$ cat src/hw/rtl/ahp_pkg.sv
// shared types and constants of the ax.25 header parser
package ahp_pkg;

	localparam int MAX_REPEATERS = 2;
	localparam int SLOT_W        = $clog2(MAX_REPEATERS + 2);
	localparam int CALL_LEN      = 6;
	localparam int QUEUE_DEPTH   = 4;
	localparam int QUEUE_AW      = $clog2(QUEUE_DEPTH);

	localparam logic [2:0] KIND_CHAR    = 3'd0;
	localparam logic [2:0] KIND_ADDR    = 3'd1;
	localparam logic [2:0] KIND_CTRL    = 3'd2;
	localparam logic [2:0] KIND_SEQ     = 3'd3;
	localparam logic [2:0] KIND_PID     = 3'd4;
	localparam logic [2:0] KIND_PAYLOAD = 3'd5;
	localparam logic [2:0] KIND_OK      = 3'd6;
	localparam logic [2:0] KIND_ERROR   = 3'd7;

	localparam logic [1:0] ERR_NONE      = 2'd0;
	localparam logic [1:0] ERR_CALLSIGN  = 2'd1;
	localparam logic [1:0] ERR_TOO_SHORT = 2'd2;

	typedef struct packed {
		logic [2:0] kind;
		logic [7:0] value;
		logic [1:0] addr_slot;
		logic [3:0] ssid_value;
		logic       was_repeated;
		logic       addr_end;
		logic [1:0] error_code;
	} res_t;

	// results caused by one byte: an optional own result and an optional outcome
	typedef struct packed {
		res_t head;
		logic head_v;
		logic tail_v;
		logic tail_ok;
	} desc_t;

endpackage

$ cat src/hw/rtl/ahp_front.sv
// front end: per-byte parsing state and result classification
module ahp_front (
	input  logic           clk,
	input  logic           arst_n,
	input  logic           accept,
	input  logic [7:0]     rx_byte,
	input  logic           frame_last,
	output logic           push,
	output ahp_pkg::desc_t desc
);
	import ahp_pkg::*;

	localparam logic [2:0] PH_ADDR = 3'd0;
	localparam logic [2:0] PH_CTRL = 3'd1;
	localparam logic [2:0] PH_SEQ  = 3'd2;
	localparam logic [2:0] PH_PID  = 3'd3;
	localparam logic [2:0] PH_DATA = 3'd4;

	logic [2:0]        phase_q, phase_d;
	logic [2:0]        bia_q, bia_d;
	logic [SLOT_W-1:0] slot_q, slot_d;
	logic              ended_q, ended_d;
	logic [1:0]        ftype_q, ftype_d;
	logic              bad_q, bad_d;
	logic [6:0]        chr;
	logic [SLOT_W-1:0] done_cnt;
	logic              clear;

	assign chr      = rx_byte[7:1];
	assign done_cnt = (slot_q == SLOT_W'(1)) ? '0 : slot_q - SLOT_W'(1);

	always_comb begin
		phase_d     = phase_q;
		bia_d       = bia_q;
		slot_d      = slot_q;
		ended_d     = ended_q;
		ftype_d     = ftype_q;
		bad_d       = bad_q;
		clear       = 1'b0;
		desc        = '0;
		if (bad_q) begin
			clear = frame_last;
		end else begin
			unique case (phase_q)
				PH_ADDR: begin
					if (bia_q < 3'(CALL_LEN)) begin
						if (rx_byte[0]) begin
							desc.head_v          = 1'b1;
							desc.head.kind       = KIND_ERROR;
							desc.head.error_code = ERR_CALLSIGN;
							bad_d                = 1'b1;
						end else begin
							if (chr == 7'd0 || chr == 7'd32 || ended_q) begin
								ended_d = 1'b1;
							end else begin
								desc.head_v         = 1'b1;
								desc.head.kind      = KIND_CHAR;
								desc.head.value     = {1'b0, chr};
								desc.head.addr_slot = slot_q[1:0];
							end
							bia_d = bia_q + 3'd1;
						end
					end else begin
						desc.head_v            = 1'b1;
						desc.head.kind         = KIND_ADDR;
						desc.head.addr_slot    = slot_q[1:0];
						desc.head.ssid_value   = rx_byte[4:1];
						desc.head.was_repeated = rx_byte[7];
						desc.head.addr_end     = rx_byte[0];
						bia_d                  = '0;
						ended_d                = 1'b0;
						if (slot_q == '0) begin
							slot_d = SLOT_W'(1);
						end else if (rx_byte[0] || done_cnt >= SLOT_W'(MAX_REPEATERS)) begin
							phase_d = PH_CTRL;
						end else begin
							slot_d = slot_q + SLOT_W'(1);
						end
					end
				end
				PH_CTRL: begin
					desc.head_v     = 1'b1;
					desc.head.kind  = KIND_CTRL;
					desc.head.value = rx_byte;
					ftype_d         = rx_byte[0] ? rx_byte[1:0] : 2'd0;
					phase_d         = (rx_byte[1:0] == 2'd3) ? PH_PID : PH_SEQ;
				end
				PH_SEQ: begin
					desc.head_v     = 1'b1;
					desc.head.kind  = KIND_SEQ;
					desc.head.value = rx_byte;
					phase_d         = (ftype_q == 2'd0) ? PH_PID : PH_DATA;
				end
				PH_PID: begin
					desc.head_v     = 1'b1;
					desc.head.kind  = KIND_PID;
					desc.head.value = rx_byte;
					phase_d         = PH_DATA;
				end
				default: begin
					desc.head_v     = 1'b1;
					desc.head.kind  = KIND_PAYLOAD;
					desc.head.value = rx_byte;
					phase_d         = PH_DATA;
				end
			endcase
			// a bad callsign byte gives its error alone, the last byte just rearms
			if (frame_last) begin
				clear = 1'b1;
				if (!(phase_q == PH_ADDR && bia_q < 3'(CALL_LEN) && rx_byte[0])) begin
					desc.tail_v  = 1'b1;
					desc.tail_ok = (phase_d == PH_DATA);
				end
			end
		end
	end

	assign push = accept && (desc.head_v || desc.tail_v);

	always_ff @(posedge clk or negedge arst_n) begin
		if (!arst_n) begin
			phase_q <= PH_ADDR;
			bia_q   <= '0;
			slot_q  <= '0;
			ended_q <= 1'b0;
			ftype_q <= 2'd0;
			bad_q   <= 1'b0;
		end else if (accept) begin
			if (clear) begin
				phase_q <= PH_ADDR;
				bia_q   <= '0;
				slot_q  <= '0;
				ended_q <= 1'b0;
				ftype_q <= 2'd0;
				bad_q   <= 1'b0;
			end else begin
				phase_q <= phase_d;
				bia_q   <= bia_d;
				slot_q  <= slot_d;
				ended_q <= ended_d;
				ftype_q <= ftype_d;
				bad_q   <= bad_d;
			end
		end
	end

endmodule

$ cat src/hw/rtl/ahp_queue.sv
// short descriptor queue between front end and back end
module ahp_queue (
	input  logic           clk,
	input  logic           arst_n,
	input  logic           push,
	input  ahp_pkg::desc_t wr_desc,
	input  logic           pop,
	output ahp_pkg::desc_t rd_desc,
	output logic           empty,
	output logic           full
);
	import ahp_pkg::*;

	desc_t               entry_q [QUEUE_DEPTH];
	logic [QUEUE_AW-1:0] wr_ptr_q, rd_ptr_q;
	logic [QUEUE_AW:0]   count_q;

	assign empty   = (count_q == '0);
	assign full    = (count_q == (QUEUE_AW+1)'(QUEUE_DEPTH));
	assign rd_desc = entry_q[rd_ptr_q];

	always_ff @(posedge clk) begin
		if (push) begin
			entry_q[wr_ptr_q] <= wr_desc;
		end
	end

	always_ff @(posedge clk or negedge arst_n) begin
		if (!arst_n) begin
			wr_ptr_q <= '0;
			rd_ptr_q <= '0;
			count_q  <= '0;
		end else begin
			if (push) begin
				wr_ptr_q <= wr_ptr_q + QUEUE_AW'(1);
			end
			if (pop) begin
				rd_ptr_q <= rd_ptr_q + QUEUE_AW'(1);
			end
			if (push && !pop) begin
				count_q <= count_q + (QUEUE_AW+1)'(1);
			end else if (pop && !push) begin
				count_q <= count_q - (QUEUE_AW+1)'(1);
			end
		end
	end

endmodule

$ cat src/hw/rtl/ahp_back.sv
// back end: expands descriptors into results behind an output register
module ahp_back (
	input  logic           clk,
	input  logic           arst_n,
	input  ahp_pkg::desc_t rd_desc,
	input  logic           empty,
	output logic           pop,
	output logic           out_valid,
	input  logic           out_ready,
	output ahp_pkg::res_t  out_res,
	output logic           out_last
);
	import ahp_pkg::*;

	logic  valid_q;
	res_t  res_q;
	logic  last_q;
	logic  tail_pend_q;
	logic  tail_ok_q;
	logic  load;
	res_t  tail_res;
	res_t  queued_tail;

	assign load = !valid_q || out_ready;
	assign pop  = load && !tail_pend_q && !empty;

	always_comb begin
		tail_res             = '0;
		tail_res.kind        = tail_ok_q ? KIND_OK : KIND_ERROR;
		tail_res.error_code  = tail_ok_q ? ERR_NONE : ERR_TOO_SHORT;
		queued_tail            = '0;
		queued_tail.kind       = rd_desc.tail_ok ? KIND_OK : KIND_ERROR;
		queued_tail.error_code = rd_desc.tail_ok ? ERR_NONE : ERR_TOO_SHORT;
	end

	always_ff @(posedge clk) begin
		if (load) begin
			if (tail_pend_q) begin
				res_q  <= tail_res;
				last_q <= 1'b1;
			end else if (rd_desc.head_v) begin
				res_q  <= rd_desc.head;
				last_q <= !rd_desc.tail_v;
			end else begin
				res_q  <= queued_tail;
				last_q <= 1'b1;
			end
			if (pop) begin
				tail_ok_q <= rd_desc.tail_ok;
			end
		end
	end

	always_ff @(posedge clk or negedge arst_n) begin
		if (!arst_n) begin
			valid_q     <= 1'b0;
			tail_pend_q <= 1'b0;
		end else if (load) begin
			valid_q     <= tail_pend_q || !empty;
			tail_pend_q <= pop && rd_desc.head_v && rd_desc.tail_v;
		end
	end

	assign out_valid = valid_q;
	assign out_res   = res_q;
	assign out_last  = last_q;

endmodule

$ cat src/hw/rtl/ax25_header_parser_core.sv
// top level of the ax.25 frame header parser
//
//   channel  signals                      moves
//   in       in_valid / in_ready          one frame byte and its last-byte flag
//   out      out_valid / out_ready        one result: kind, value, address summary, error
//
// cycles: a byte transfer is taken every cycle while the descriptor queue has room;
// the front end decides all results of a byte in the cycle it is accepted
// output: one result per cycle from the output register while out_ready is high; a byte
// closing a frame with its own result yields two results; the queue holds 4 descriptors
// reset: arst_n clears the parser state, queue pointers and output valid at once
// stalls: in_ready drops only when the queue is full; out_ready low holds the result
module ax25_header_parser_core (
	input  logic       clk,
	input  logic       arst_n,
	input  logic       in_valid,
	output logic       in_ready,
	input  logic [7:0] rx_byte,
	input  logic       frame_last,
	output logic       out_valid,
	input  logic       out_ready,
	output logic [2:0] kind,
	output logic [7:0] value,
	output logic [1:0] addr_slot,
	output logic [3:0] ssid_value,
	output logic       was_repeated,
	output logic       addr_end,
	output logic [1:0] error_code,
	output logic       run_last
);
	import ahp_pkg::*;

	logic  accept;
	logic  push;
	logic  pop;
	logic  q_empty;
	logic  q_full;
	desc_t wr_desc;
	desc_t rd_desc;
	res_t  out_res;

	// an input transfer can happen whenever the queue can take a descriptor
	assign in_ready = !q_full;
	assign accept   = in_valid && in_ready;

	// front end: address, control and payload parsing per byte
	ahp_front u_front (
		.clk        (clk),
		.arst_n     (arst_n),
		.accept     (accept),
		.rx_byte    (rx_byte),
		.frame_last (frame_last),
		.push       (push),
		.desc       (wr_desc)
	);

	// decouples byte intake from result delivery
	ahp_queue u_queue (
		.clk     (clk),
		.arst_n  (arst_n),
		.push    (push),
		.wr_desc (wr_desc),
		.pop     (pop),
		.rd_desc (rd_desc),
		.empty   (q_empty),
		.full    (q_full)
	);

	// back end: one result per output transfer
	ahp_back u_back (
		.clk       (clk),
		.arst_n    (arst_n),
		.rd_desc   (rd_desc),
		.empty     (q_empty),
		.pop       (pop),
		.out_valid (out_valid),
		.out_ready (out_ready),
		.out_res   (out_res),
		.out_last  (run_last)
	);

	assign kind         = out_res.kind;
	assign value        = out_res.value;
	assign addr_slot    = out_res.addr_slot;
	assign ssid_value   = out_res.ssid_value;
	assign was_repeated = out_res.was_repeated;
	assign addr_end     = out_res.addr_end;
	assign error_code   = out_res.error_code;

endmodule
$ cat config.mk
export PLATFORM = sky130hd
export DESIGN_NAME = ax25_header_parser_core
export DESIGN_NICKNAME = d
export VERILOG_FILES = /design/src/hw/rtl/ahp_pkg.sv /design/src/hw/rtl/ahp_front.sv /design/src/hw/rtl/ahp_queue.sv /design/src/hw/rtl/ahp_back.sv /design/src/hw/rtl/ax25_header_parser_core.sv
export SDC_FILE = /design/constraint.sdc
export NUM_CORES = 1
export LEC_CHECK = 0
export ABC_AREA = 0
export BUFFER_PORTS_ARGS = -buffer_cell sky130_fd_sc_hd__clkbuf_2
export CAP_MARGIN = 20
export CORE_UTILIZATION = 45
export CTS_CLUSTER_SIZE = 16
export DETAILED_ROUTE_END_ITERATION = 7
export PLACE_DENSITY = 0.68
export SLEW_MARGIN = 30
export SYNTH_ARGS = -nofsm -noshare
export SYNTH_HDL_FRONTEND = slang
export SYNTH_SLANG_ARGS = --single-unit
export TNS_END_PERCENT = 30
$ cat constraint.sdc
create_clock -name clk -period 4.35 [get_ports clk]
set_input_delay 0.6525 -clock clk [delete_from_list [all_inputs] [get_ports clk]]
set_output_delay 0.6525 -clock clk [all_outputs]
set_load 0.02 [all_outputs]
==> results.md, run 1 <==
- Number of synthesis warnings: 0
- Run status: completed
- Count of unresolved DRC violations after routing: 0
- Total half-perimeter wirelength after legalization and detailed placement: 6.45 mm
- Global-route usage over all layers: 17.7%
- Detailed-routing iteration count for the pre-antenna-repair pass: 5
- Cell chosen for the clock root: sky130_fd_sc_hd__clkbuf_16
- Kind of critical path: reg -> reg
- Setup repair after global routing missed its margin: false
- Number of vias per cell after detailed routing: 5.41
- Antenna violations before repair: 0
- Count of flip-flops with a built-in enable after synthesis: 115
- Top_reg_cell synth: sky130_fd_sc_hd__edfxtp_1
- Placed insts: 545
- Number of buffers inserted by post-CTS setup repair: 0
- Final wirelength: 10.4 mm
- Area occupied by registers: 3980 um^2
- Number of max-capacitance violations reported: 0
- Maximum ir drop on the vdd rail: 0.324 mV
- Slew Limit Headroom: 39.2%
- Endpoints failing setup: 0
- P per Cell Area: 666 nW/um^2
- Total area of multi-input combinational cells: 1640 um^2
- Largest area contributor in the synthesized netlist: sky130_fd_sc_hd__edfxtp_1
- Post-layout net count: 417
- Vias in the first global route: 3,173
- Clock Pin Slew Worst Setup and Hold Paths: 60 ps
- Number of instances in the synthesized netlist: 354
- Synth cell types: 50
- Port Buf Inserts: 36
- Worst setup path endpoint: u_queue.count_q[2]$_DFFE_PN0P_
- Worst hold slack after final layout: 221 ps
- Worst EP arrival: 3130 ps
- CP Launch Point: u_queue.count_q[2]$_DFFE_PN0P_
- Clock buffer depth: 2
- Post-route minimum period: 2790 ps
- Total nets after synthesis: 375
- Slowest library cell on the worst path: sky130_fd_sc_hd__a311oi_4
- Ys async rst share: 15.4%
- Clock tree from TritonCTS: yes
- Average wire per cell in the routed design: 18.0 um
- Library cell with the highest instance count after synthesis: sky130_fd_sc_hd__edfxtp_1
- Fmax: 358 MHz
- Number of standard cells in the final layout excluding fillers: 577
- Synthesized flop and latch total: 136
- Die width: 115 um
- Cell area after synthesis: 5760 um^2
- Largest stage delay, worst path: 570 ps
- Share of Yosys cell area claimed by the top area cell type: 60.0%
- Sequential area share after synthesis: 69.1%
- Number of max-slew violations in the final report: 0
- Final Skew: 10.7 ps
- Avg Synthesized Cell Area: 16.3 um^2
- Worst hold-check path type: in -> async
- Relative area change from synthesis to final layout: 16.0%
- Overall power after layout: 4450 uW
- Final antenna diode count: 0
- R2r startpoint: u_queue.count_q[2]$_DFFE_PN0P_
- Sort of element at the end of the critical path: flop
- Filler instances: 979
- Number of sinks driven by the clock tree: 136
- Total number of vias: 3,120
- Wire length of the first global-routing pass: 16.7 mm
- Ratio of cells with drive above 1 in the final layout: 26.9%
- Routability congestion estimate: 0.837
- Inserted Clock Buffers: 17
- Critical path, cell by cell: or3b_2, nand2_1, a311oi_4, ha_1, inv_1, fa_1, xor2_1, nor2_1, xor2_1
- Area of the core: 12,300 um^2
- Grt total ovfl: 0
- Final total negative setup slack: 0 ps
- Maximum number of pins on one net before global-route repair: 29
- Leakage power of the design: 0.00241 uW
- Largest driver fanout on the critical path: 14
- Data required time at the worst endpoint: 4690 ps
- Setup slack, reg-to-reg: 1560 ps
- Ports placed on the boundary: 37
- Number of gates resized after CTS: 0
- Worst slew pin tran: 912 ps
- Deepest level of the CTS H-tree: 4
- Cells taking the most area after synthesis: sky130_fd_sc_hd__edfxtp_1, sky130_fd_sc_hd__dfrtp_1, sky130_fd_sc_hd__mux4_2
- Critical Path Source Type: flop
- Detailed Route Iter0 Violations: 245
- DIE HEIGHT: 115 um
- Util after Layout: 54.5%
- Most repeated library cell on the critical path: sky130_fd_sc_hd__xor2_1
- Source-to-sink clock delay at the later pin of the worst-skew pair: 420 ps
- Initial cell density of the core: 47.0%
- Count of final hold-check violations: 0
- Placement Rows: 40
- List of most frequent post-synthesis cells: sky130_fd_sc_hd__edfxtp_1, sky130_fd_sc_hd__mux4_2, sky130_fd_sc_hd__dfrtp_1, sky130_fd_sc_hd__nor2b_1, sky130_fd_sc_hd__nor2_1
- Reg2Reg Capture Point: u_queue.count_q[2]$_DFFE_PN0P_
- Number of cells traversed by the worst register-to-register path: 9
- Final cycle utilization of the critical path: 64.2%
- Number of hold-repair buffers added at the cts stage: 0
- Remaining antenna violation count: 0
- Floorplan die area: 13,300 um^2
cell usage in the layout (no fill, tap or decap), types with 2 or more instances in the layout:
cell type | Yosys | final
sky130_fd_sc_hd__edfxtp_1 | 115 | 115
sky130_fd_sc_hd__clkbuf_2 | 0 | 36
sky130_fd_sc_hd__mux4_2 | 23 | 23
sky130_fd_sc_hd__nor2b_1 | 21 | 21
sky130_fd_sc_hd__dfrtp_1 | 21 | 21
sky130_fd_sc_hd__nor2_1 | 19 | 19
sky130_fd_sc_hd__clkbuf_16 | 0 | 17
sky130_fd_sc_hd__inv_1 | 13 | 13
sky130_fd_sc_hd__and2_1 | 12 | 12
sky130_fd_sc_hd__nand2_1 | 12 | 12
sky130_fd_sc_hd__nor3_1 | 11 | 11
sky130_fd_sc_hd__o21ai_0 | 10 | 10
sky130_fd_sc_hd__a21oi_1 | 8 | 8
sky130_fd_sc_hd__a22oi_1 | 7 | 7
sky130_fd_sc_hd__ha_1 | 7 | 7
sky130_fd_sc_hd__buf_4 | 0 | 6
sky130_fd_sc_hd__clkinvlp_4 | 0 | 5
sky130_fd_sc_hd__xnor2_1 | 4 | 4
sky130_fd_sc_hd__clkinv_2 | 0 | 4
sky130_fd_sc_hd__or2_2 | 3 | 3
sky130_fd_sc_hd__nor4_1 | 3 | 3
sky130_fd_sc_hd__and3_1 | 3 | 3
sky130_fd_sc_hd__a31oi_1 | 3 | 3
sky130_fd_sc_hd__o31ai_1 | 3 | 3
sky130_fd_sc_hd__inv_6 | 0 | 3
sky130_fd_sc_hd__nand2b_1 | 2 | 2
sky130_fd_sc_hd__nor3_4 | 2 | 2
sky130_fd_sc_hd__a211oi_1 | 2 | 2
sky130_fd_sc_hd__a32oi_1 | 2 | 2
sky130_fd_sc_hd__nor3b_1 | 2 | 2
sky130_fd_sc_hd__o32a_1 | 2 | 2
sky130_fd_sc_hd__nand3_1 | 2 | 2
sky130_fd_sc_hd__xor2_1 | 2 | 2
sky130_fd_sc_hd__or3_1 | 2 | 2
sky130_fd_sc_hd__bufinv_16 | 0 | 2
per-layer routing:
layer	track usage (%)	wire length [um]	vias to the layer above
li1	-	-	1454
met1	22.3	4490	1574
met2	28.4	5270	85
met3	4.53	486	7
met4	9.61	128	0
met5	0	0	-
registers in the layout (all words and copies together), names as in the netlist, 2 cells and up:
signal / count
u_front.slot_q: 2
u_back.out_res: 21
u_queue.wr_ptr_q: 2
u_queue.count_q: 3
u_front.ftype_q: 2
u_front.phase_q: 3
u_queue.entry_q: 92
u_queue.rd_ptr_q: 2
u_front.bia_q: 3
critical path: cells and delay by family, from the launching register on:
| kind | cells | cell delay, ps |
|---|---|---|
| adder cells (fa/ha/maj) | 2 | 700 |
| AND/OR/NAND/NOR | 3 | 640 |
| AO/OA/AOI/OAI | 1 | 570 |
| flip-flops | 1 | 400 |
| XOR/XNOR | 2 | 330 |
| buffers and inverters | 1 | 70 |
stage by stage:
step	setup WS (ps)	area (um^2)
after detailed placement	1480	6100
after global routing	1330	6680
after floorplan	1850	5760
after CTS	1530	6680
after global placement	1550	6100
final	1560	6680
layout make-up:
| type | count | share of cell area (%) |
|---|---|---|
| inverter | 13 | 0.731 |
| tap | 168 | 3.15 |
| sequential | 136 | 59.6 |
| clock buffer | 17 | 6.37 |
| multi-input combinational | 186 | 24.5 |
| clock inverter | 15 | 2.29 |
| timing repair buffer | 42 | 3.37 |
worst min path at each step:
stage | to | from | cells after the start
5_1_grt | u_queue.rd_ptr_q[0]$_DFFE_PN0P_ | arst_n | 1
4_1_cts | u_queue.rd_ptr_q[0]$_DFFE_PN0P_ | arst_n | 1
3_5_place_dp | u_queue.count_q[2]$_DFFE_PN0P_ | u_queue.count_q[2]$_DFFE_PN0P_ | 1
2_1_floorplan | u_back.out_valid$_DFFE_PN0N_ | arst_n | 0
3_3_place_gp | u_queue.count_q[2]$_DFFE_PN0P_ | u_queue.count_q[2]$_DFFE_PN0P_ | 1
6_report | u_queue.rd_ptr_q[0]$_DFFE_PN0P_ | arst_n | 1
where the power goes:
part / internal [uW] / leakage [uW] / switching, uW
Combinational: 506 / 0.000787 / 675
Clock: 843 / 0.000272 / 535
Sequential: 1770 / 0.00135 / 119
Total: 3120 / 0.00241 / 1330
kinds of logic after synthesis:
logic type	synth area share, %
AOI/OAI and AO/OA	6.19
muxes	9.45
buffers and inverters	2.48
xor gates and xnor gates	0.913
adders and majority gates	1.87
DFF	69.1
and+or+nand+nor	10.0
(Power assumes the default switching activity.)
==> run 2, diff against run 1 <==
--- a/config.mk
+++ b/config.mk
@@ -11,7 +11,7 @@
 export CORE_UTILIZATION = 45
 export CTS_CLUSTER_SIZE = 16
 export DETAILED_ROUTE_END_ITERATION = 7
-export PLACE_DENSITY = 0.68
+export PLACE_DENSITY = 0.7
 export SLEW_MARGIN = 30
 export SYNTH_ARGS = -nofsm -noshare
 export SYNTH_HDL_FRONTEND = slang
==> constraint.sdc (replaced) <==
create_clock -name clk -period 2.4 [get_ports clk]
set_input_delay 0.36 -clock clk [delete_from_list [all_inputs] [get_ports clk]]
set_output_delay 0.36 -clock clk [all_outputs]
set_load 0.02 [all_outputs]
==> run 2 against run 1 <==
  * Non-clock buffer count up 24
  * Via count up 3.7%
  * Wire length up 6.2%
  * Sequential share of layout area down 2.4 points
  * Clock power up 86%
  * Utilization up 2.2 points
  * Clock skew down 4.5 ps
  * First-iteration DRC count up 19%
  * Cell area up 4.1%
  * Worst hold slack better by 71 ps
  * Critical path type unchanged
==> results.md, run 2 (synthesis gave the netlist of run 1 again) <==
- Total half-perimeter wirelength after legalization and detailed placement: 6.94 mm (+7.7%)
- Largest driver fanout on the critical path: 4 (-10)
- Clock tree from TritonCTS: yes
- Routability congestion estimate: 0.875 (+4.6%)
- Number of max-capacitance violations reported: 0 (unchanged)
- Vias in the first global route: 3,254 (+2.6%)
- Antenna violations before repair: 0 (unchanged)
- Port Buf Inserts: 36 (unchanged)
- Number of vias per cell after detailed routing: 5.38 (-0.42%)
- Ports placed on the boundary: 37 (unchanged)
- Run status: completed
- Detailed Route Iter0 Violations: 291 (+19%)
- Count of final hold-check violations: 0 (unchanged)
- Area of the core: 12,300 um^2 (unchanged)
- Post-route minimum period: 2210 ps (-578 ps)
- Total number of vias: 3,236 (+3.7%)
- Inserted Clock Buffers: 17 (unchanged)
- Die width: 115 um (unchanged)
- Layout Cell Area excl Fill: 6950 um^2 (+4.1%)
- Count of unresolved DRC violations after routing: 0 (unchanged)
- Fmax: 452 MHz (+26%)
- Setup slack, reg-to-reg: 190 ps (-1370 ps)
- Initial cell density of the core: 47.0% (unchanged)
- Relative area change from synthesis to final layout: 20.8%
- Final cycle utilization of the critical path: 92.3% (+28 points)
- Final Skew: 6.14 ps (-4.52 ps)
- Cell Area, Placed: 6330 um^2 (+3.8%)
- Maximum ir drop on the vdd rail: 0.499 mV (+54%)
- Detailed-routing iteration count for the pre-antenna-repair pass: 4 (-1)
- Worst slew pin tran: 650 ps (-263 ps)
- Wire length of the first global-routing pass: 17.6 mm (+5.0%)
- Final total negative setup slack: 0 ps (unchanged)
- Source-to-sink clock delay at the later pin of the worst-skew pair: 420 ps (about the same)
- Number of max-slew violations in the final report: 0 (unchanged)
- Placement Rows: 40 (unchanged)
- Largest stage delay, worst path: 430 ps (-140 ps)
- Floorplan die area: 13,300 um^2 (unchanged)
- Leakage power of the design: 0.00256 uW (+6.1%)
- Final wirelength: 11.0 mm (+6.2%)
- Kind of critical path: reg -> reg
- Slew Limit Headroom: 56.2% (+17 points)
- DIE HEIGHT: 115 um (unchanged)
- Worst EP arrival: 2550 ps (-580 ps)
- Data required time at the worst endpoint: 2730 ps (-1960 ps)
- Worst hold slack after final layout: 292 ps (+71.4 ps)
- Cell chosen for the clock root: sky130_fd_sc_hd__clkbuf_16
- Endpoints failing setup: 0 (unchanged)
- Grt total ovfl: 0 (unchanged)
- Slowest library cell on the worst path: sky130_fd_sc_hd__fa_1
- P per Cell Area: 1200 nW/um^2 (+81%)
- Leading cell type in the layout, fill and taps excluded: sky130_fd_sc_hd__edfxtp_1
- Deepest level of the CTS H-tree: 4 (unchanged)
- Clock buffer depth: 2 (unchanged)
- Kind of cell with the highest combined delay on the critical path: adder cells
- Util after Layout: 56.7% (+2.2 points)
- Flip-flop count of the largest register after layout: 92 (unchanged)
- Most repeated library cell on the critical path: sky130_fd_sc_hd__xor2_1
- Sort of element at the end of the critical path: flop
- Number of sinks driven by the clock tree: 136 (unchanged)
- Ratio of cells with drive above 1 in the final layout: 31.2% (+4.3 points)
- Register ranked first by flip-flop count: u_queue.entry_q
- Average wire per cell in the routed design: 18.3 um (+1.9%)
- Maximum number of pins on one net before global-route repair: 28 (-3.4%)
- Critical path, cell by cell: or3b_2, nand2_1, a311oi_4, ha_2, inv_1, fa_1, xor2_1, nor2_1, xor2_1
- Clock Pin Slew Worst Setup and Hold Paths: 60 ps (about the same)
- CP Buf/Inv Count: 1 (unchanged)
- Post-layout net count: 441 (+5.8%)
- Global-route usage over all layers: 18.9% (+1.2 points)
- Worst hold-check path type: in -> reg
- Final antenna diode count: 0 (unchanged)
- Remaining antenna violation count: 0 (unchanged)
- Critical Path Source Type: flop
- Top library cells by usage in the layout, fill and taps aside: sky130_fd_sc_hd__edfxtp_1, sky130_fd_sc_hd__clkbuf_2, sky130_fd_sc_hd__mux4_2, sky130_fd_sc_hd__buf_4
run 2: layer usage:
layer	wire length [um]	track usage, %	vias up
met4	165	8.14	0
met1	4480	23.5	1614
met2	5650	31.2	113
li1	-	-	1497
met5	0	0	-
met3	718	5.17	12
run 2: worst reg2reg max path, delay by kind of cell (launching register included):
kind,cells,cell delay (ps)
adder cells (fa/ha/maj),2,670
flip-flops,1,400
buffers and inverters,1,50
XOR/XNOR,2,330
AO/OA/AOI/OAI,1,240
AND/OR/NAND/NOR,3,450
run 2: power breakdown:
| group | switching [uW] | leakage (uW) | internal (uW) |
|---|---|---|---|
| combinational | 1310 | 0.000929 | 1090 |
| clock | 1020 | 0.000277 | 1540 |
| sequential | 195 | 0.00135 | 3210 |
| total | 2520 | 0.00256 | 5850 |
run 2: cell type report:
cell class / instances / area (um^2)
clock buffers: 17 / 425
inverters: 13 / 48.8
well taps: 168 / 210
repair buffers: 66 / 483
fillers: 946 / 5310
flip-flops and latches: 136 / 3980
multi-input cells: 186 / 1640
clock inverters: 15 / 165
run 2: worst paths after layout:
| kind | start | to | cells past startpoint |
|---|---|---|---|
| max reg2reg | u_queue.count_q[2]$_DFFE_PN0P_ | u_queue.count_q[2]$_DFFE_PN0P_ | 9 |
| max in group asynchronous | arst_n | u_front.bad_q$_DFFE_PN0P_ | 2 |
| max | u_queue.count_q[2]$_DFFE_PN0P_ | u_queue.count_q[2]$_DFFE_PN0P_ | 9 |
| min in group asynchronous | arst_n | u_queue.rd_ptr_q[1]$_DFFE_PN0P_ | 2 |
| min reg2reg | u_queue.count_q[2]$_DFFE_PN0P_ | u_queue.count_q[2]$_DFFE_PN0P_ | 1 |
| min | out_ready | u_back.out_valid$_DFFE_PN0N_ | 4 |
run 2: per-stage QoR:
step                      instances  setup WS [ps]  total power [uW]
final                           601            185              8370
after floorplan                 354          -13.9              5060
after global routing            601         -0.661              8790
after global placement          566          -51.6              5790
after detailed placement        566          -51.3              5870
after CTS                       599            102              8460
run 2: timing repair:
action	CTS	global route
setup endpoints to repair	0	1
endpoints found under the hold margin	21	0
gates resized for setup	0	2
buffers inserted	0	2
hold buffers	1	0
==> run 3, diff against run 2 <==
--- a/config.mk
+++ b/config.mk
@@ -8,10 +8,10 @@
 export ABC_AREA = 0
 export BUFFER_PORTS_ARGS = -buffer_cell sky130_fd_sc_hd__clkbuf_2
 export CAP_MARGIN = 20
-export CORE_UTILIZATION = 45
+export CORE_UTILIZATION = 25
 export CTS_CLUSTER_SIZE = 16
 export DETAILED_ROUTE_END_ITERATION = 7
-export PLACE_DENSITY = 0.7
+export PLACE_DENSITY = 0.47
 export SLEW_MARGIN = 30
 export SYNTH_ARGS = -nofsm -noshare
 export SYNTH_HDL_FRONTEND = slang
==> constraint.sdc (replaced) <==
create_clock -name clk -period 2.4 [get_ports clk]
set_input_delay 0.36 -clock clk [delete_from_list [all_inputs] [get_ports clk]]
set_output_delay 0.36 -clock clk [all_outputs]
set_load 0.1 [all_outputs]
==> run 3 against run 2 <==
  * Worst hold slack lost 11 ps
  * Clock power shrank 5%
  * Sequential power is essentially flat
  * Highest routed layer unchanged
==> results.md, run 3 (synthesis gave the netlist of run 1 again) <==
- Number of standard cells in the final layout excluding fillers: 719 (+20%)
- Worst slew pin tran: 635 ps (-14.4 ps)
- Critical path, cell by cell: nor3_1, nor3_1, inv_1, ha_2, inv_2, fa_2, mux2_2
- Setup slack, reg-to-reg: 150 ps (-30 ps)
- Top library cells by usage in the layout, fill and taps aside: sky130_fd_sc_hd__edfxtp_1, sky130_fd_sc_hd__clkbuf_2, sky130_fd_sc_hd__buf_4
- Sort of element at the end of the critical path: flop
- Total number of vias: 3,210 (-0.80%)
- P per Cell Area: 1310 nW/um^2 (+8.9%)
- Deepest level of the CTS H-tree: 4 (unchanged)
- Maximum number of pins on one net before global-route repair: 26 (-7.1%)
- Reg2Reg Capture Point: u_queue.count_q[1]$_DFFE_PN0P_
- Cell chosen for the clock root: sky130_fd_sc_hd__clkbuf_16
- Data required time at the worst endpoint: 2700 ps (-30 ps)
- Global-route usage over all layers: 11.0% (-7.9 points)
- Clock buffer depth: 2 (unchanged)
- Total area of multi-input combinational cells: 1650 um^2 (+0.61%)
- Largest stage delay, worst path: 530 ps (+100 ps)
- Final Skew: 6.96 ps (+0.812 ps)
- Number of cells traversed by the worst register-to-register path: 7 (-2)
- Number of max-capacitance violations reported: 0 (unchanged)
- Sw Share: 37.5% (+7.4 points)
- Final antenna diode count: 0 (unchanged)
- Cell Area, Placed: 6500 um^2 (+2.7%)
- Setup WS post-layout: 153 ps (-32.4 ps)
- Area occupied by registers: 3980 um^2 (about the same)
- Detailed Route Iter0 Violations: 212 (-27%)
- Number of gates resized after CTS: 0 (unchanged)
- Placement Rows: 55 (+38%)
- Sw Pwr: 3470 uW (+38%)
- Post-route minimum period: 2250 ps (+32.4 ps)
- Worst setup path endpoint: u_queue.count_q[1]$_DFFE_PN0P_
- Worst hold-check path type: in -> reg
- Routability congestion estimate: 0.760 (-13%)
- Initial cell density of the core: 25.4% (-22 points)
- Wire length of the first global-routing pass: 19.2 mm (+9.2%)
- Slowest library cell on the worst path: sky130_fd_sc_hd__nor3_1
- Number of sinks driven by the clock tree: 136 (unchanged)
- Count of final hold-check violations: 0 (unchanged)
- Leading cell type in the layout, fill and taps excluded: sky130_fd_sc_hd__edfxtp_1
- Final cycle utilization of the critical path: 93.6% (+1.4 points)
- Vias in the first global route: 3,451 (+6.1%)
- Number of max-slew violations in the final report: 0 (unchanged)
- Worst setup timing slack at the placement stage: 45.0 ps (+96.3 ps)
- Relative area change from synthesis to final layout: 22.6%
- Floorplan die area: 23,600 um^2 (+78%)
- Endpoints failing setup: 0 (unchanged)
- Count of unresolved DRC violations after routing: 0 (unchanged)
- DIE HEIGHT: 154 um (+34%)
- Final wirelength: 11.9 mm (+8.4%)
- Die width: 154 um (+34%)
- Placed insts: 686 (+21%)
- Ratio of cells with drive above 1 in the final layout: 30.6% (-0.53 points)
- Number of buffers inserted by post-CTS setup repair: 0 (unchanged)
- Run status: completed
- Combinational Power Share: 37.0% (+8.3 points)
- Setup repair after global routing missed its margin: false
- Post-layout net count: 442 (+0.23%)
- Remaining antenna violation count: 0 (unchanged)
- Layout Cell Area excl Fill: 7060 um^2 (+1.5%)
- Cell internal power dissipation: 5780 uW (-1.2%)
- Register ranked first by flip-flop count: u_queue.entry_q
- Flip-flop count of the largest register after layout: 92 (unchanged)
- Kind of cell with the highest combined delay on the critical path: adder cells
- Total half-perimeter wirelength after legalization and detailed placement: 7.83 mm (+13%)
- Source-to-sink clock delay at the later pin of the worst-skew pair: 410 ps (about the same)
- Antenna violations before repair: 0 (unchanged)
- Largest driver fanout on the critical path: 5 (+1)
- Maximum ir drop on the vdd rail: 0.371 mV (-26%)
- Inserted Clock Buffers: 17 (unchanged)
- Clock Pin Slew Worst Setup and Hold Paths: 60 ps (about the same)
- Filler instances: 2,221 (+130%)
- Final total negative setup slack: 0 ps (unchanged)
- Number of vias per cell after detailed routing: 4.46 (-17%)
- Leakage power of the design: 0.00255 uW (-0.24%)
- Port Buf Inserts: 36 (unchanged)
- Overall power after layout: 9250 uW (+11%)
- Clock tree from TritonCTS: yes
- Kind of critical path: reg -> reg
- Fmax: 445 MHz (-1.4%)
- Average wire per cell in the routed design: 16.6 um (-9.4%)
- Detailed-routing iteration count for the pre-antenna-repair pass: 5 (+1)
- Most repeated library cell on the critical path: sky130_fd_sc_hd__nor3_1
- Logic depth of the worst setup path including buffers: 7 (-2)
- Ports placed on the boundary: 37 (unchanged)
- Worst EP arrival: 2550 ps (about the same)
- Critical Path Source Type: flop
- Clock network fraction of total power: 26.2% (-4.4 points)
- Part of the total power dissipated in sequential elements: 36.8% (-3.9 points)
- Area of the core: 22,600 um^2 (+85%)
- R2r startpoint: u_queue.count_q[0]$_DFFE_PN0P_
- Slew Limit Headroom: 57.7% (+1.4 points)
- Grt total ovfl: 0 (unchanged)
- CP Launch Point: u_queue.count_q[0]$_DFFE_PN0P_
- CP Buf/Inv Count: 2 (+1)
==> run 3: changes by cell type in the layout (fill, tap and decap cells not counted), sizes merged <==
| cell | previous run | this run |
|---|---|---|
| inv | 18 | 13 |
| clkbuf | 53 | 56 |
| clkinv | 4 | 9 |
| clkinvlp | 4 | 1 |
| buf | 29 | 30 |
==> run 3: layer usage <==
layer  wire [um]  track usage (%)  up-vias
met5           0                0        -
met4         242             5.81        0
met3         460             3.16       15
met2        5640             16.9       63
met1        5600             13.9     1632
li1            -                -     1500
==> run 3: worst min path at each step <==
stage | from | depth (start not counted) | to | slack [ps]
finish | out_ready | 4 | u_back.out_valid$_DFFE_PN0N_ | 280
global route | out_ready | 4 | u_back.out_valid$_DFFE_PN0N_ | 360
CTS | out_ready | 4 | u_back.out_valid$_DFFE_PN0N_ | 280
detailed placement | arst_n | 1 | u_queue.count_q[0]$_DFFE_PN0P_ | 410
global placement | arst_n | 1 | u_queue.count_q[0]$_DFFE_PN0P_ | 400
floorplan | arst_n | 0 | u_back.out_valid$_DFFE_PN0N_ | 60
==> run 3: what timing repair did <==
item	in CTS	in global routing
hold buffers	1	0
endpoints found under the hold margin	21	0
endpoints found under the setup margin	0	0
==> run 3: worst register-to-register path, cell delays in order (launching register included) <==
cell and delay [ps]:
sky130_fd_sc_hd__dfrtp_1 430, sky130_fd_sc_hd__nor3_1 100, sky130_fd_sc_hd__nor3_1 530, sky130_fd_sc_hd__inv_1 110, sky130_fd_sc_hd__ha_2 220, sky130_fd_sc_hd__inv_2 50, sky130_fd_sc_hd__fa_2 420, sky130_fd_sc_hd__mux2_2 270
==> run 3: cell type report <==
type,instances,share of cell area (%)
clock buffers,20,6.18
clock inverters,12,1.54
inverters,13,0.691
multi-input cells,186,23.4
flip-flops and latches,136,56.4
well taps,285,5.05
repair buffers,67,6.77
==> run 3: per-stage QoR <==
step / hold slack [ps] / util (%)
finish: 281 / 31.2
floorplan: 64.4 / -
global route: 357 / 31.2
detailed placement: 411 / 28.7
CTS: 276 / 31.2
global placement: 398 / 28.7
==> run 3: power groups by stage <==
stage               Clock [uW]  Sequential, uW  Combinational, uW
global route              2600            3460               3670
CTS                       2490            3410               3500
floorplan                    0            4630               1490
finish                    2430            3400               3420
detailed placement           0            3460               3490
global placement             0            3440               3460
